File: src/hw/rtl/deq_pkg.sv
`timescale 1ns / 1ps
// ----------------------------------------------------------------------------
// deq_pkg: shared types and codes for the double-ended queue
// Opcodes, status codes and the packed words that the two channels carry.
// ----------------------------------------------------------------------------
package deq_pkg;

  // Opcodes
  localparam logic [2:0] OP_PUSH_FRONT = 3'd0;
  localparam logic [2:0] OP_PUSH_BACK  = 3'd1;
  localparam logic [2:0] OP_POP_FRONT  = 3'd2;
  localparam logic [2:0] OP_POP_BACK   = 3'd3;
  localparam logic [2:0] OP_DUMP       = 3'd4;

  // Result status codes
  localparam logic [1:0] STAT_OK    = 2'd0;
  localparam logic [1:0] STAT_EMPTY = 2'd1;
  localparam logic [1:0] STAT_FULL  = 2'd2;
  localparam logic [1:0] STAT_BAD   = 2'd3;

  typedef struct packed {
    logic [2:0]         opcode;
    logic signed [31:0] value;
  } in_word_t;

  typedef struct packed {
    logic signed [31:0] data;
    logic [1:0]         status;
    logic               last;
  } out_word_t;

endpackage

File: src/hw/rtl/deq_ram.sv
`timescale 1ns / 1ps
// ----------------------------------------------------------------------------
// deq_ram: generic single-write, single-read RAM
// One write port and one read port; read data is registered and holds its
// value while no read is issued.
// ----------------------------------------------------------------------------
module deq_ram #(
  parameter int WIDTH = 32,
  parameter int DEPTH = 32
) (
  input  logic                     clk,
  input  logic                     wr_en,
  input  logic [$clog2(DEPTH)-1:0] wr_addr,
  input  logic [WIDTH-1:0]         wr_data,
  input  logic                     rd_en,
  input  logic [$clog2(DEPTH)-1:0] rd_addr,
  output logic [WIDTH-1:0]         rd_data
);

  logic [WIDTH-1:0] mem [DEPTH];

  // write port
  always_ff @(posedge clk) begin
    if (wr_en) begin
      mem[wr_addr] <= wr_data;
    end
  end

  // registered read port
  always_ff @(posedge clk) begin
    if (rd_en) begin
      rd_data <= mem[rd_addr];
    end
  end

endmodule

File: src/hw/rtl/double_ended_queue.sv
`timescale 1ns / 1ps
// ----------------------------------------------------------------------------
// double_ended_queue: bounded deque of signed 32-bit words
// Ring buffer of DEPTH entries in a synchronous RAM, with push/pop at either
// end and a front-to-back dump.
// ----------------------------------------------------------------------------
// Each input word carries an opcode: push front, push back, pop front, pop
// back or dump. Pushes, pops on an empty queue, pushes on a full queue and
// unused opcodes are settled from the idle state; unused opcodes give no
// result. A pop that returns a word passes through S_READ, since the entry
// comes from the RAM's registered read port. A dump of N stored words makes
// N RAM reads, one read per cycle while the output register is free, and
// emits the words front to back with last set on the final one; a dump of an
// empty queue gives one empty result. Results sit in one output register, so
// the next input word is taken while a result still waits, as long as the
// consumer frees that register in the same cycle. A word written by a push
// is visible to any later read, so no forwarding path is needed.
// ----------------------------------------------------------------------------
module double_ended_queue #(
  parameter int DEPTH = 32
) (
  input  logic               clk,
  input  logic               rst_n,
  input  logic               in_valid,
  output logic               in_ready,
  input  deq_pkg::in_word_t  in_word,
  output logic               out_valid,
  input  logic               out_ready,
  output deq_pkg::out_word_t out_word
);

  import deq_pkg::*;

  localparam int AW = $clog2(DEPTH);
  localparam int CW = $clog2(DEPTH + 1);

  typedef enum logic [1:0] {
    S_IDLE = 2'b01,
    S_READ = 2'b10
  } state_t;

  state_t          state_r, state_nxt;
  logic [AW-1:0]   front_r, front_nxt;
  logic [CW-1:0]   count_r, count_nxt;
  logic [AW-1:0]   rd_ptr_r, rd_ptr_nxt;
  logic [CW-1:0]   left_r, left_nxt;
  logic            out_valid_r, out_valid_nxt;
  out_word_t       out_word_r, out_word_nxt;

  logic            out_free;
  logic            is_full;
  logic            is_empty;
  logic            wr_en;
  logic [AW-1:0]   wr_addr;
  logic [31:0]     wr_data;
  logic            rd_en;
  logic [AW-1:0]   rd_addr;
  logic [31:0]     rd_data;

  // (base + off) mod DEPTH, with base < DEPTH and off <= DEPTH
  function automatic logic [AW-1:0] ring_add(logic [AW-1:0] base, logic [CW-1:0] off);
    logic [AW:0] sum;
    sum = {1'b0, base} + (AW+1)'(off);
    if (sum >= (AW+1)'(DEPTH)) begin
      sum = sum - (AW+1)'(DEPTH);
    end
    return sum[AW-1:0];
  endfunction

  assign out_free = !out_valid_r || out_ready;
  assign is_full  = (count_r == CW'(DEPTH));
  assign is_empty = (count_r == '0);
  assign in_ready = (state_r == S_IDLE) && out_free;

  // next-state logic
  always_comb begin
    state_nxt     = state_r;
    front_nxt     = front_r;
    count_nxt     = count_r;
    rd_ptr_nxt    = rd_ptr_r;
    left_nxt      = left_r;
    out_valid_nxt = out_valid_r && !out_ready;
    out_word_nxt  = out_word_r;
    wr_en         = 1'b0;
    wr_addr       = front_r;
    wr_data       = in_word.value;
    rd_en         = 1'b0;
    rd_addr       = front_r;

    unique case (state_r)
      S_IDLE: begin
        if (in_valid && in_ready) begin
          // immediate result, overwritten below where none is due
          out_valid_nxt       = 1'b1;
          out_word_nxt.data   = '0;
          out_word_nxt.status = STAT_OK;
          out_word_nxt.last   = 1'b1;
          unique case (in_word.opcode)
            OP_PUSH_FRONT: begin
              if (is_full) begin
                out_word_nxt.status = STAT_FULL;
              end else begin
                front_nxt = (front_r == '0) ? AW'(DEPTH - 1) : front_r - 1'b1;
                wr_en     = 1'b1;
                wr_addr   = front_nxt;
                count_nxt = count_r + 1'b1;
              end
            end
            OP_PUSH_BACK: begin
              if (is_full) begin
                out_word_nxt.status = STAT_FULL;
              end else begin
                wr_en     = 1'b1;
                wr_addr   = ring_add(front_r, count_r);
                count_nxt = count_r + 1'b1;
              end
            end
            OP_POP_FRONT: begin
              if (is_empty) begin
                out_word_nxt.status = STAT_EMPTY;
              end else begin
                out_valid_nxt = 1'b0;
                rd_en         = 1'b1;
                rd_addr       = front_r;
                front_nxt     = ring_add(front_r, CW'(1));
                count_nxt     = count_r - 1'b1;
                left_nxt      = '0;
                state_nxt     = S_READ;
              end
            end
            OP_POP_BACK: begin
              if (is_empty) begin
                out_word_nxt.status = STAT_EMPTY;
              end else begin
                out_valid_nxt = 1'b0;
                rd_en         = 1'b1;
                rd_addr       = ring_add(front_r, count_r - 1'b1);
                count_nxt     = count_r - 1'b1;
                left_nxt      = '0;
                state_nxt     = S_READ;
              end
            end
            OP_DUMP: begin
              if (is_empty) begin
                out_word_nxt.status = STAT_EMPTY;
              end else begin
                out_valid_nxt = 1'b0;
                rd_en         = 1'b1;
                rd_addr       = front_r;
                rd_ptr_nxt    = front_r;
                left_nxt      = count_r - 1'b1;
                state_nxt     = S_READ;
              end
            end
            default: begin
              // unused opcode: swallowed, no result
              out_valid_nxt = 1'b0;
            end
          endcase
        end
      end

      // deliver the word held at the RAM read port; a dump issues the next read
      S_READ: begin
        if (out_free) begin
          out_valid_nxt       = 1'b1;
          out_word_nxt.data   = rd_data;
          out_word_nxt.status = STAT_OK;
          out_word_nxt.last   = (left_r == '0);
          if (left_r == '0) begin
            state_nxt = S_IDLE;
          end else begin
            rd_ptr_nxt = ring_add(rd_ptr_r, CW'(1));
            rd_en      = 1'b1;
            rd_addr    = rd_ptr_nxt;
            left_nxt   = left_r - 1'b1;
          end
        end
      end

      default: begin
        state_nxt = S_IDLE;
      end
    endcase
  end

  // control registers
  always_ff @(posedge clk) begin
    if (!rst_n) begin
      state_r     <= S_IDLE;
      front_r     <= '0;
      count_r     <= '0;
      out_valid_r <= 1'b0;
    end else begin
      state_r     <= state_nxt;
      front_r     <= front_nxt;
      count_r     <= count_nxt;
      out_valid_r <= out_valid_nxt;
    end
  end

  // payload and dump walk registers
  always_ff @(posedge clk) begin
    rd_ptr_r   <= rd_ptr_nxt;
    left_r     <= left_nxt;
    out_word_r <= out_word_nxt;
  end

  // entry store
  deq_ram #(
    .WIDTH (32),
    .DEPTH (DEPTH)
  ) u_store (
    .clk     (clk),
    .wr_en   (wr_en),
    .wr_addr (wr_addr),
    .wr_data (wr_data),
    .rd_en   (rd_en),
    .rd_addr (rd_addr),
    .rd_data (rd_data)
  );

  assign out_valid = out_valid_r;
  assign out_word  = out_word_r;

endmodule

File: config.mk
export PLATFORM = sky130hd
export DESIGN_NAME = double_ended_queue
export DESIGN_NICKNAME = d
export VERILOG_FILES = /design/src/hw/rtl/deq_pkg.sv /design/src/hw/rtl/deq_ram.sv /design/src/hw/rtl/double_ended_queue.sv
export SDC_FILE = /design/constraint.sdc
export NUM_CORES = 1
export LEC_CHECK = 0
export ABC_AREA = 1
export BUFFER_PORTS_ARGS = -buffer_cell sky130_fd_sc_hd__buf_2
export CORE_MARGIN = 4
export CORE_UTILIZATION = 45
export DETAILED_ROUTE_END_ITERATION = 8
export PLACE_DENSITY = 0.56
export SLEW_MARGIN = 5
export SYNTH_ARGS = -nofsm -noshare
export SYNTH_HDL_FRONTEND = slang
export SYNTH_HIERARCHICAL = 1
export SYNTH_SLANG_ARGS = --single-unit
File: constraint.sdc
create_clock -name clk -period 5.67 [get_ports clk]
set_input_delay 0.567 -clock clk [delete_from_list [all_inputs] [get_ports clk]]
set_output_delay 0.567 -clock clk [all_outputs]
set_load 0.02 [all_outputs]
-- Word-level counts from Yosys, hierarchy flattened
Memory sizes are Yosys's and may differ from the RTL's. A register that Yosys moved wholly into a read port is not among the register bits.
Index checks and enable logic that the tools add are counted.
- flip-flop bits (word level): 60
- memory bits (writable): 1024
- bits of input ports: 39
- output and inout bits: 37
- logic and storage cells: 130
- memories kept: 1
- add/sub/neg operators: 12
- $lt $le $gt $ge: 4
- equal/unequal tests: 20
- multiplexer cells: 62
- reductions and logical operators: 22
- memory list (name ; depth ; bits a word ; read ports ; clocked after memory_dff ; write ports ; line ; text):
    u_store.mem ; 32 ; 32 ; 1 ; 1 ; 1 ; deq_ram.sv:20 ; logic [WIDTH-1:0] mem [DEPTH];
- operators with widths (operator ; number):
    $mux 5 ; 20
    $mux 35 ; 2
    $pmux 35 s2 ; 1
    $pmux 5 s2 ; 4
    $mux 6 ; 6
    $pmux 6 s2 ; 3
    $sub 5x1->5 const B ; 5
    $ge 6x6->1 const B ; 4
    $ne 2x2->1 const B ; 8
    $mux 1 ; 15
    $add 5x1->6 const B ; 2
    $add 5x6->6 ; 2
    $logic_not 6->1 ; 2
    $mux 2 ; 6
    $sub 6x1->6 const B ; 2
    $reduce_and 5->1 ; 2
    $pmux 2 s2 ; 2
    $reduce_and 7->1 ; 1
    $add 6x1->6 const B ; 1
    $eq 3x2->1 const B ; 2
    $eq 6x6->1 const B ; 1
    $ne 3x3->1 const B ; 2
    $pmux 1 s2 ; 3
    $reduce_and 6->1 ; 1
    16 further kinds ; 23

-- Longest topological paths before layout
Gate-level depths: netlist (run 1).
- depth in word-level cells: 8
- gate-level depth with buffers: 21

-- Hierarchy
The synthesis (run 1) kept the hierarchy.
- by module, submodules not included (module ; times used ; cells each ; area each (um^2) ; seq. area each (um^2)):
    deq_ram ; 1 ; 3536 ; 42726.0 ; 31710.4
    double_ended_queue ; 1 ; 500 ; 3896.2 ; 1661.6

-- Least setup slack after synthesis (run 1)
Ideal clock, no wire load.
- kind: register to register
- from: register front_r[0]
- to: memory u_store.mem[4][0], enable pin
- library setup time: 0.421 ns
- data arrival time: 3.323 ns
- slack: 1.926 ns
- stages on the path, launching flop included: 16
- buffers on the path: 0
- clock period less this slack: 3.744 ns
- cell sequence: dfxtp_1 > ha_1 > fa_1 > nand2_1 > inv_1 > o21ai_0 > nand3_1 > nand2_1 > nand2_1 > nand3_1 > nand2_1 > nand2_1 > nand2_1 > inv_1 > nand3_1 > nor2_1
- word-level cells in the longest chain between the ends: 7
- elaborated cells on any way between the ends: 12
- classes of those cells: add/sub (3); order compare (1); mux (7); reduce/logical (1)
- RTL lines (element ; line ; text):
    from (decl) ; double_ended_queue.sv:43 ; logic [AW-1:0] front_r, front_nxt;
    from (signal assigned) ; double_ended_queue.sv:196 ; front_r <= front_nxt;
    $add 5x6->6 ; double_ended_queue.sv:63 ; sum = {1'b0, base} + (AW+1)'(off);
    $sub 5x1->5 / $ge 6x6->1 (equally long branches) ; double_ended_queue.sv:65, double_ended_queue.sv:64 ;
    $mux 5 ; double_ended_queue.sv:64 ; if (sum >= (AW+1)'(DEPTH)) begin
    $mux 5 ; double_ended_queue.sv:110 ; if (is_full) begin
    $pmux 5 s2 (*) ; double_ended_queue.sv:98 ; unique case (in_word.opcode)
    $mux 5 (*) ; double_ended_queue.sv:92 ; if (in_valid && in_ready) begin
    $mux 5 (*) ; double_ended_queue.sv:90 ; unique case (state_r)
    via wr_addr[4] ; double_ended_queue.sv:54 ; logic [AW-1:0] wr_addr;
    to (decl) ; deq_ram.sv:20 ;
Mark *: on every way through the listed nets, which the timed path passes. The rest lies on a longest branch.

-- Worst setup path after layout (run 1)
- from: register count_r[0]
- to: register u_store.rd_data[9], read port of u_store.mem (data pin)
- word-level cells in the longest chain between the ends: 8
- elaborated cells on any way between the ends: 14
- classes of those cells: add/sub (3); order compare (1); mux (9); reduce/logical (1)
- RTL lines (element ; line ; text):
    from (decl) ; double_ended_queue.sv:44 ; logic [CW-1:0] count_r, count_nxt;
    from (signal assigned) ; double_ended_queue.sv:197 ; count_r <= count_nxt;
    $sub 6x1->6 ; double_ended_queue.sv:137 ; rd_addr = ring_add(front_r, count_r - 1'b1);
    $add 5x6->6 ; double_ended_queue.sv:63 ;
    $sub 5x1->5 / $ge 6x6->1 (equally long branches) ; double_ended_queue.sv:65, double_ended_queue.sv:64 ;
    $mux 5 ; double_ended_queue.sv:64 ;
    $mux 5 (*) ; double_ended_queue.sv:132 ; if (is_empty) begin
    $mux 5 (*) ; -- ;
    $mux 5 (*) ; double_ended_queue.sv:92 ;
    $pmux 5 s2 (*) ; double_ended_queue.sv:90 ;
    via rd_addr[3] ; double_ended_queue.sv:57 ; logic [AW-1:0] rd_addr;
    to (decl) ; deq_ram.sv:17 ; output logic [WIDTH-1:0] rd_data
Marked as above.
A chain may end at the register's enable or synchronous reset.

==> impl_results.md, run 1 <==
* Status: finished, final reports clean
* Die area at 108800 um^2
* #FFs+latches synth at 1116
* Top cell type's share of synthesized area at 70.98%
* Setup ws final at 1344 ps
* Post-synthesis sequential area ratio at 71.58%
* CTS root buf: clkbuf_16
* Post-route DRC at 0
* Max-cap violations at 0
* Core region area at 102300 um^2
* Post-synth top cells: nand2_1 (1579), edfxtp_1 (1102), nand3_1 (811)
* RSZ-0062 raised after global routing: false
* Cell type with the largest total area after synthesis: edfxtp_1
* Dominant cells by area after synthesis: edfxtp_1 (71%), nand2_1 (13%), nand3_1 (8.7%)
* Mean post-synth cell area at 11.55 um^2
* Post-CTS setup buffers at 0
* Worst slew pin tran at 1221 ps
* Syn_nets at 4094
* Post-layout util at 50.71%
* Largest net degree at the start of global routing at 177
* Die width at 329.9 um
* Drt initial violations at 2851
* Critical path required time at 6100 ps
* Clock sink count at 1116
* Via/cell ratio at 5.493
* Synth warn at 6
* Later-pin clock latency in the skew report at 690 ps
* Hold-fix buffers, CTS at 0
* Resize count post-CTS at 0
* CP Capture Type: register
* Post-synth ARST share at 0%
* Post-DRT Antenna Nets at 0
* Final Slew Violations at 0
* Gr usage total at 23.80%
* H-tree depth at 3
* Starting Density at 45.56%
* Critical path class: register to register
* Initial antenna violation count at 9
* Site row count at 117
* Clock Skews at 18.45 ps
* Hold Path Depth at 2
* Cell area after synthesis at 46620 um^2
* Register Area at 33370 um^2
* Worst slack at placement at 1449 ps
* First-pass GRT wire length at 192400 um
* Post-synth top flop: edfxtp_1
* Area of the multi-input gates at 11560 um^2
* Synthesis-to-finish area growth at 11.30%
* Vias in the first global route at 28650
* Part of the cycle the worst path needs at 76.29%
* Netlist cell types at 43
* Placed insts at 5311
* CTS buffer count at 116
* Port Buf Inserts at 75
* Share of cells above drive strength 1 at 8.887%
* CTS tree: built
* Slew Limit Headroom at 18.39%
* Router iterations before antenna repair at 5
* FMAX at 231.2 MHz
* WP data arrival at 4760 ps
* Grt ovf at 0
* Post-Synthesis Cells at 4036
* Final nets at 4119
* Layout Cells excl Fill at 5521
* Via count at 30330
* Final min period at 4326 ps
* Crit path max fanout at 36
* Worst reg2reg path depth at 18
* Clk buf depth at 3
* Setup_tns at 0 ps
* Register clock-pin slew on the reported worst setup and hold paths at 60 ps
* Dpl hpwl at 72460 um
* Post-synth EDFFs at 1102
* Vert. Die Dim at 329.9 um
* Number of top-level pins at 76
* Filler Cell Count at 8958
* Element type at the critical path start: register
* Final wirelength at 130400 um
* Setup violations, final at 0
* Drt wl/cell at 23.62 um
* Final hold violations at 0
* Top-count cell post-synth: nand2_1
* Worst min path class: primary input to register
* GPL Wtd Cong at 0.8682
routing by layer:
layer	vias to the layer above	track usage, %	wire [um]
li1	14040	-	-
met1	15080	34.61	57840
met2	1045	38.29	61510
met3	162	2.833	8099
met4	2	6.379	2967
met5	-	0	10
worst paths after layout:
check / from / endpoint / slack (ps)
max: count_r[0] / u_store/rd_data[9] / 1340
min: rst_n / state_r[0] / 180
max reg2reg: count_r[0] / u_store/rd_data[9] / 1340
min reg2reg: state_r[1] / state_r[1] / 490
worst max-delay path, stage by stage (launching register included):
cell and delay, ps:
dfxtp_1 440, inv_1 130, ha_1 290, xnor2_1 220
inv_1 80, ha_1 360, nand3_1 120, a21oi_1 150
nand3b_1 120, nand3_1 70, nand2_1 70, nand2_1 80
nand2_4 310, clkinv_2 710, buf_4 530, nand2_1 130
nand2_1 60, nand2_1 60, nand2_1 70
cell type report:
type | instances | area share [%]
Sequential cell | 1116 | 64.31
Multi-Input combinational cell | 2593 | 22.29
Clock buffer | 148 | 6.026
Tap cell | 1368 | 3.299
Timing Repair Buffer | 142 | 2.223
Clock inverter | 61 | 1.119
Inverter | 92 | 0.7282
Antenna cell | 1 | 0.004823
sequential cells by signal, indices dropped and copies added, names as in the netlist:
name,cells
out_valid,1
count_r,6
left_r,6
u_store/mem,1024
u_store/rd_data,32
front_r,5
out_word,35
state_r,2
rd_ptr_r,5
layout by cell type, fill, tap and decap left out, types with 4 or more instances in the layout:
cell       Yosys  routed
a21oi_1       26      22
o21ai_1       12      12
nor2_1        69      36
clkbuf_1      30      25
nand3_1      811     811
edfxtp_1    1102    1102
inv_1         79      76
nand4_1        4       4
nand2_1     1579    1578
buf_2         90      75
clkbuf_8       0       4
o22ai_1        4       4
inv_2         10      10
xnor2_1        7       7
buf_12         0      22
clkinv_1       1      29
clkbuf_16      0     119
dfxtp_1       14      14
inv_6          0       5
bufinv_16      0      11
a21oi_4        0       4
o21ai_0       22      22
xor2_1         8       8
clkinv_2       0      16
ha_1          17      16
nor2_4         5      38
buf_4         24      45
cell families after synthesis:
kind of cell / after synthesis / synth area share [%]
xor gates and xnor gates: 15 / 0.2818
buffers and inverters: 327 / 4.264
and+or+nand+nor: 2485 / 22.47
AOI/OAI and AO/OA: 74 / 0.8615
DFF: 1116 / 71.58
adders and majority gates: 19 / 0.5421
through the flow:
step           hold slack, ps  instance area [um^2]
3_3_place_gp            475.9                 48180
5_1_grt                 156.5                 51890
2_1_floorplan           457.0                 46620
6_report                184.3                 51890
3_5_place_dp            481.9                 48180
4_1_cts                 140.6                 51890
Power of run 1 is not shown: default switching activity piles up to over one toggle a cycle in this logic, so the estimate is an artifact.
==> inputs of run 2 (changes only) <==
==> constraint.sdc (replaced) <==
create_clock -name clk -period 4.4 [get_ports clk]
set_input_delay 0.44 -clock clk [delete_from_list [all_inputs] [get_ports clk]]
set_output_delay 0.44 -clock clk [all_outputs]
set_load 0.02 [all_outputs]
==> run 2 against run 1 <==
Clock-buffer cell count shrank 3. Non-clock buffer count grew 76. Routed wire length grew 2.1%. Critical path depth is the same. Critical path type unchanged. Critical endpoint is now u_store/rd_data[29]. Highest routed layer unchanged.
==> impl_results.md, run 2 (synthesized netlist as in run 1, its figures left out) <==
* Status: finished, final reports clean
* Core region area at 102300 um^2
* Post-route DRC at 0
* Number of top-level pins at 76
* Layout Cells excl Fill at 5583
* Clock sink count at 1116
* Clock Skews at 27.95 ps
* Crit path max fanout at 115
* Most used cell, CP: nand2_1
* Commonest non-fill, non-tap cell in the layout: nand2_1
* CP top delay family: simple AND/OR/NAND/NOR gates
* Synthesis-to-finish area growth at 12.30%
* Hold slack final at 73.83 ps
* RSZ-0062 raised after global routing: false
* Part of the cycle the worst path needs at 85.85%
* Via count at 30840
* Vert. Die Dim at 329.9 um
* CP Capture Type: register
* Drt wl/cell at 23.85 um
* Share of cells above drive strength 1 at 10.23%
* Initial antenna violation count at 4
* Most flops, register: u_store/mem
* Register clock-pin slew on the reported worst setup and hold paths at 60 ps
* Final wirelength at 133200 um
* H-tree depth at 3
* Router iterations before antenna repair at 5
* Die area at 108800 um^2
* Dpl hpwl at 74610 um
* Slew Limit Headroom at 28.70%
* CTS root buf: clkbuf_16
* Post-CTS setup buffers at 0
* Gr usage total at 24.30%
* FMAX at 264.7 MHz
* Crit-path cells: inv_1, ha_1, inv_2, a21oi_2, nand3_1, nor2_4, o211ai_1, a21oi_4, buf_12, buf_12, nand2_1, nand3_1, nand3_1, nand2_1, nand2_1, nand2_1, nand2_1, nand2_1
* Critical path class: register to register
* Final hold violations at 0
* Worst path slowest cell: buf_12
* Drt initial violations at 3108
* Post-DRT Antenna Nets at 0
* Hold-fix buffers, CTS at 0
* Via/cell ratio at 5.524
* Setup_tns at 0 ps
* Clk buf depth at 3
* Largest net degree at the start of global routing at 116
* Worst slew pin tran at 1068 ps
* CTS buffer count at 115
* Critical path required time at 4970 ps
* Grt ovf at 0
* Final nets at 4194
* Worst min path class: primary input to register
* Final min period at 3777 ps
* Max reg flops at 1024
* Die width at 329.9 um
* Resize count post-CTS at 0
* Element type at the critical path start: register
* Starting Density at 45.56%
* Vias in the first global route at 29360
* N_diodes at 0
* Commonest non-fill, non-tap cells in the layout: nand2_1 (1578), edfxtp_1 (1102), nand3_1 (811)
* Placed insts at 5387
* WP data arrival at 4350 ps
* Later-pin clock latency in the skew report at 700 ps
* CTS tree: built
* GPL Wtd Cong at 0.8667
* Final Slew Violations at 0
* First-pass GRT wire length at 195700 um
* Filler Cell Count at 8955
* Site row count at 117
* Setup ws final at 622.6 ps
* Setup violations, final at 0
* Largest stage delay, worst path at 430 ps
* Worst slack at placement at 687.2 ps
* Max-cap violations at 0
* Port Buf Inserts at 75
* Number of buffers and inverters on the critical path at 4
run 2: metrics by stage:
stage / utilization, % / instance area [um^2]
2_1_floorplan: - / 46620
3_3_place_gp: 47.75 / 48860
3_5_place_dp: 47.75 / 48860
4_1_cts: 51.17 / 52360
5_1_grt: 51.17 / 52360
6_report: 51.17 / 52360
run 2: path summary, 6_finish.rpt:
| check | from | to | slack (ps) | depth (start not counted) |
|---|---|---|---|---|
| max | state_r[1] | u_store/rd_data[29] | 620 | 18 |
| min | rst_n | state_r[0] | 70 | 2 |
| max reg2reg | state_r[1] | u_store/rd_data[29] | 620 | 18 |
| min reg2reg | state_r[1] | state_r[1] | 490 | 2 |
run 2: layout make-up:
type                            instances  area, um^2  share of cell area (%)
Sequential cell                      1116       33370                   63.74
Multi-Input combinational cell       2593       11560                   22.09
Clock buffer                          145        2990                   5.712
Timing Repair Buffer                  218        1837                   3.508
Tap cell                             1368        1712                   3.269
Clock inverter                         51       503.0                  0.9607
Inverter                               92       377.9                  0.7217
run 2: worst register-to-register path: stages, from the launching register on:
cell	delay (ps)
dfxtp_1	320
inv_1	60
ha_1	410
inv_2	100
a21oi_2	150
nand3_1	130
nor2_4	260
o211ai_1	180
a21oi_4	380
buf_12	260
buf_12	460
nand2_1	210
nand3_1	140
nand3_1	100
nand2_1	90
nand2_1	100
nand2_1	150
nand2_1	80
nand2_1	90
run 2: metal layers:
metal / track usage [%] / wire (um) / share of wire (%)
met3: 4.483 / 10860 / 8.2
met4: 7.607 / 3765 / 2.8
met2: 37.38 / 60460 / 45
met5: 0 / 9 / 0.0068
met1: 35.30 / 58080 / 44
Power of run 2 is left out for the same reason.
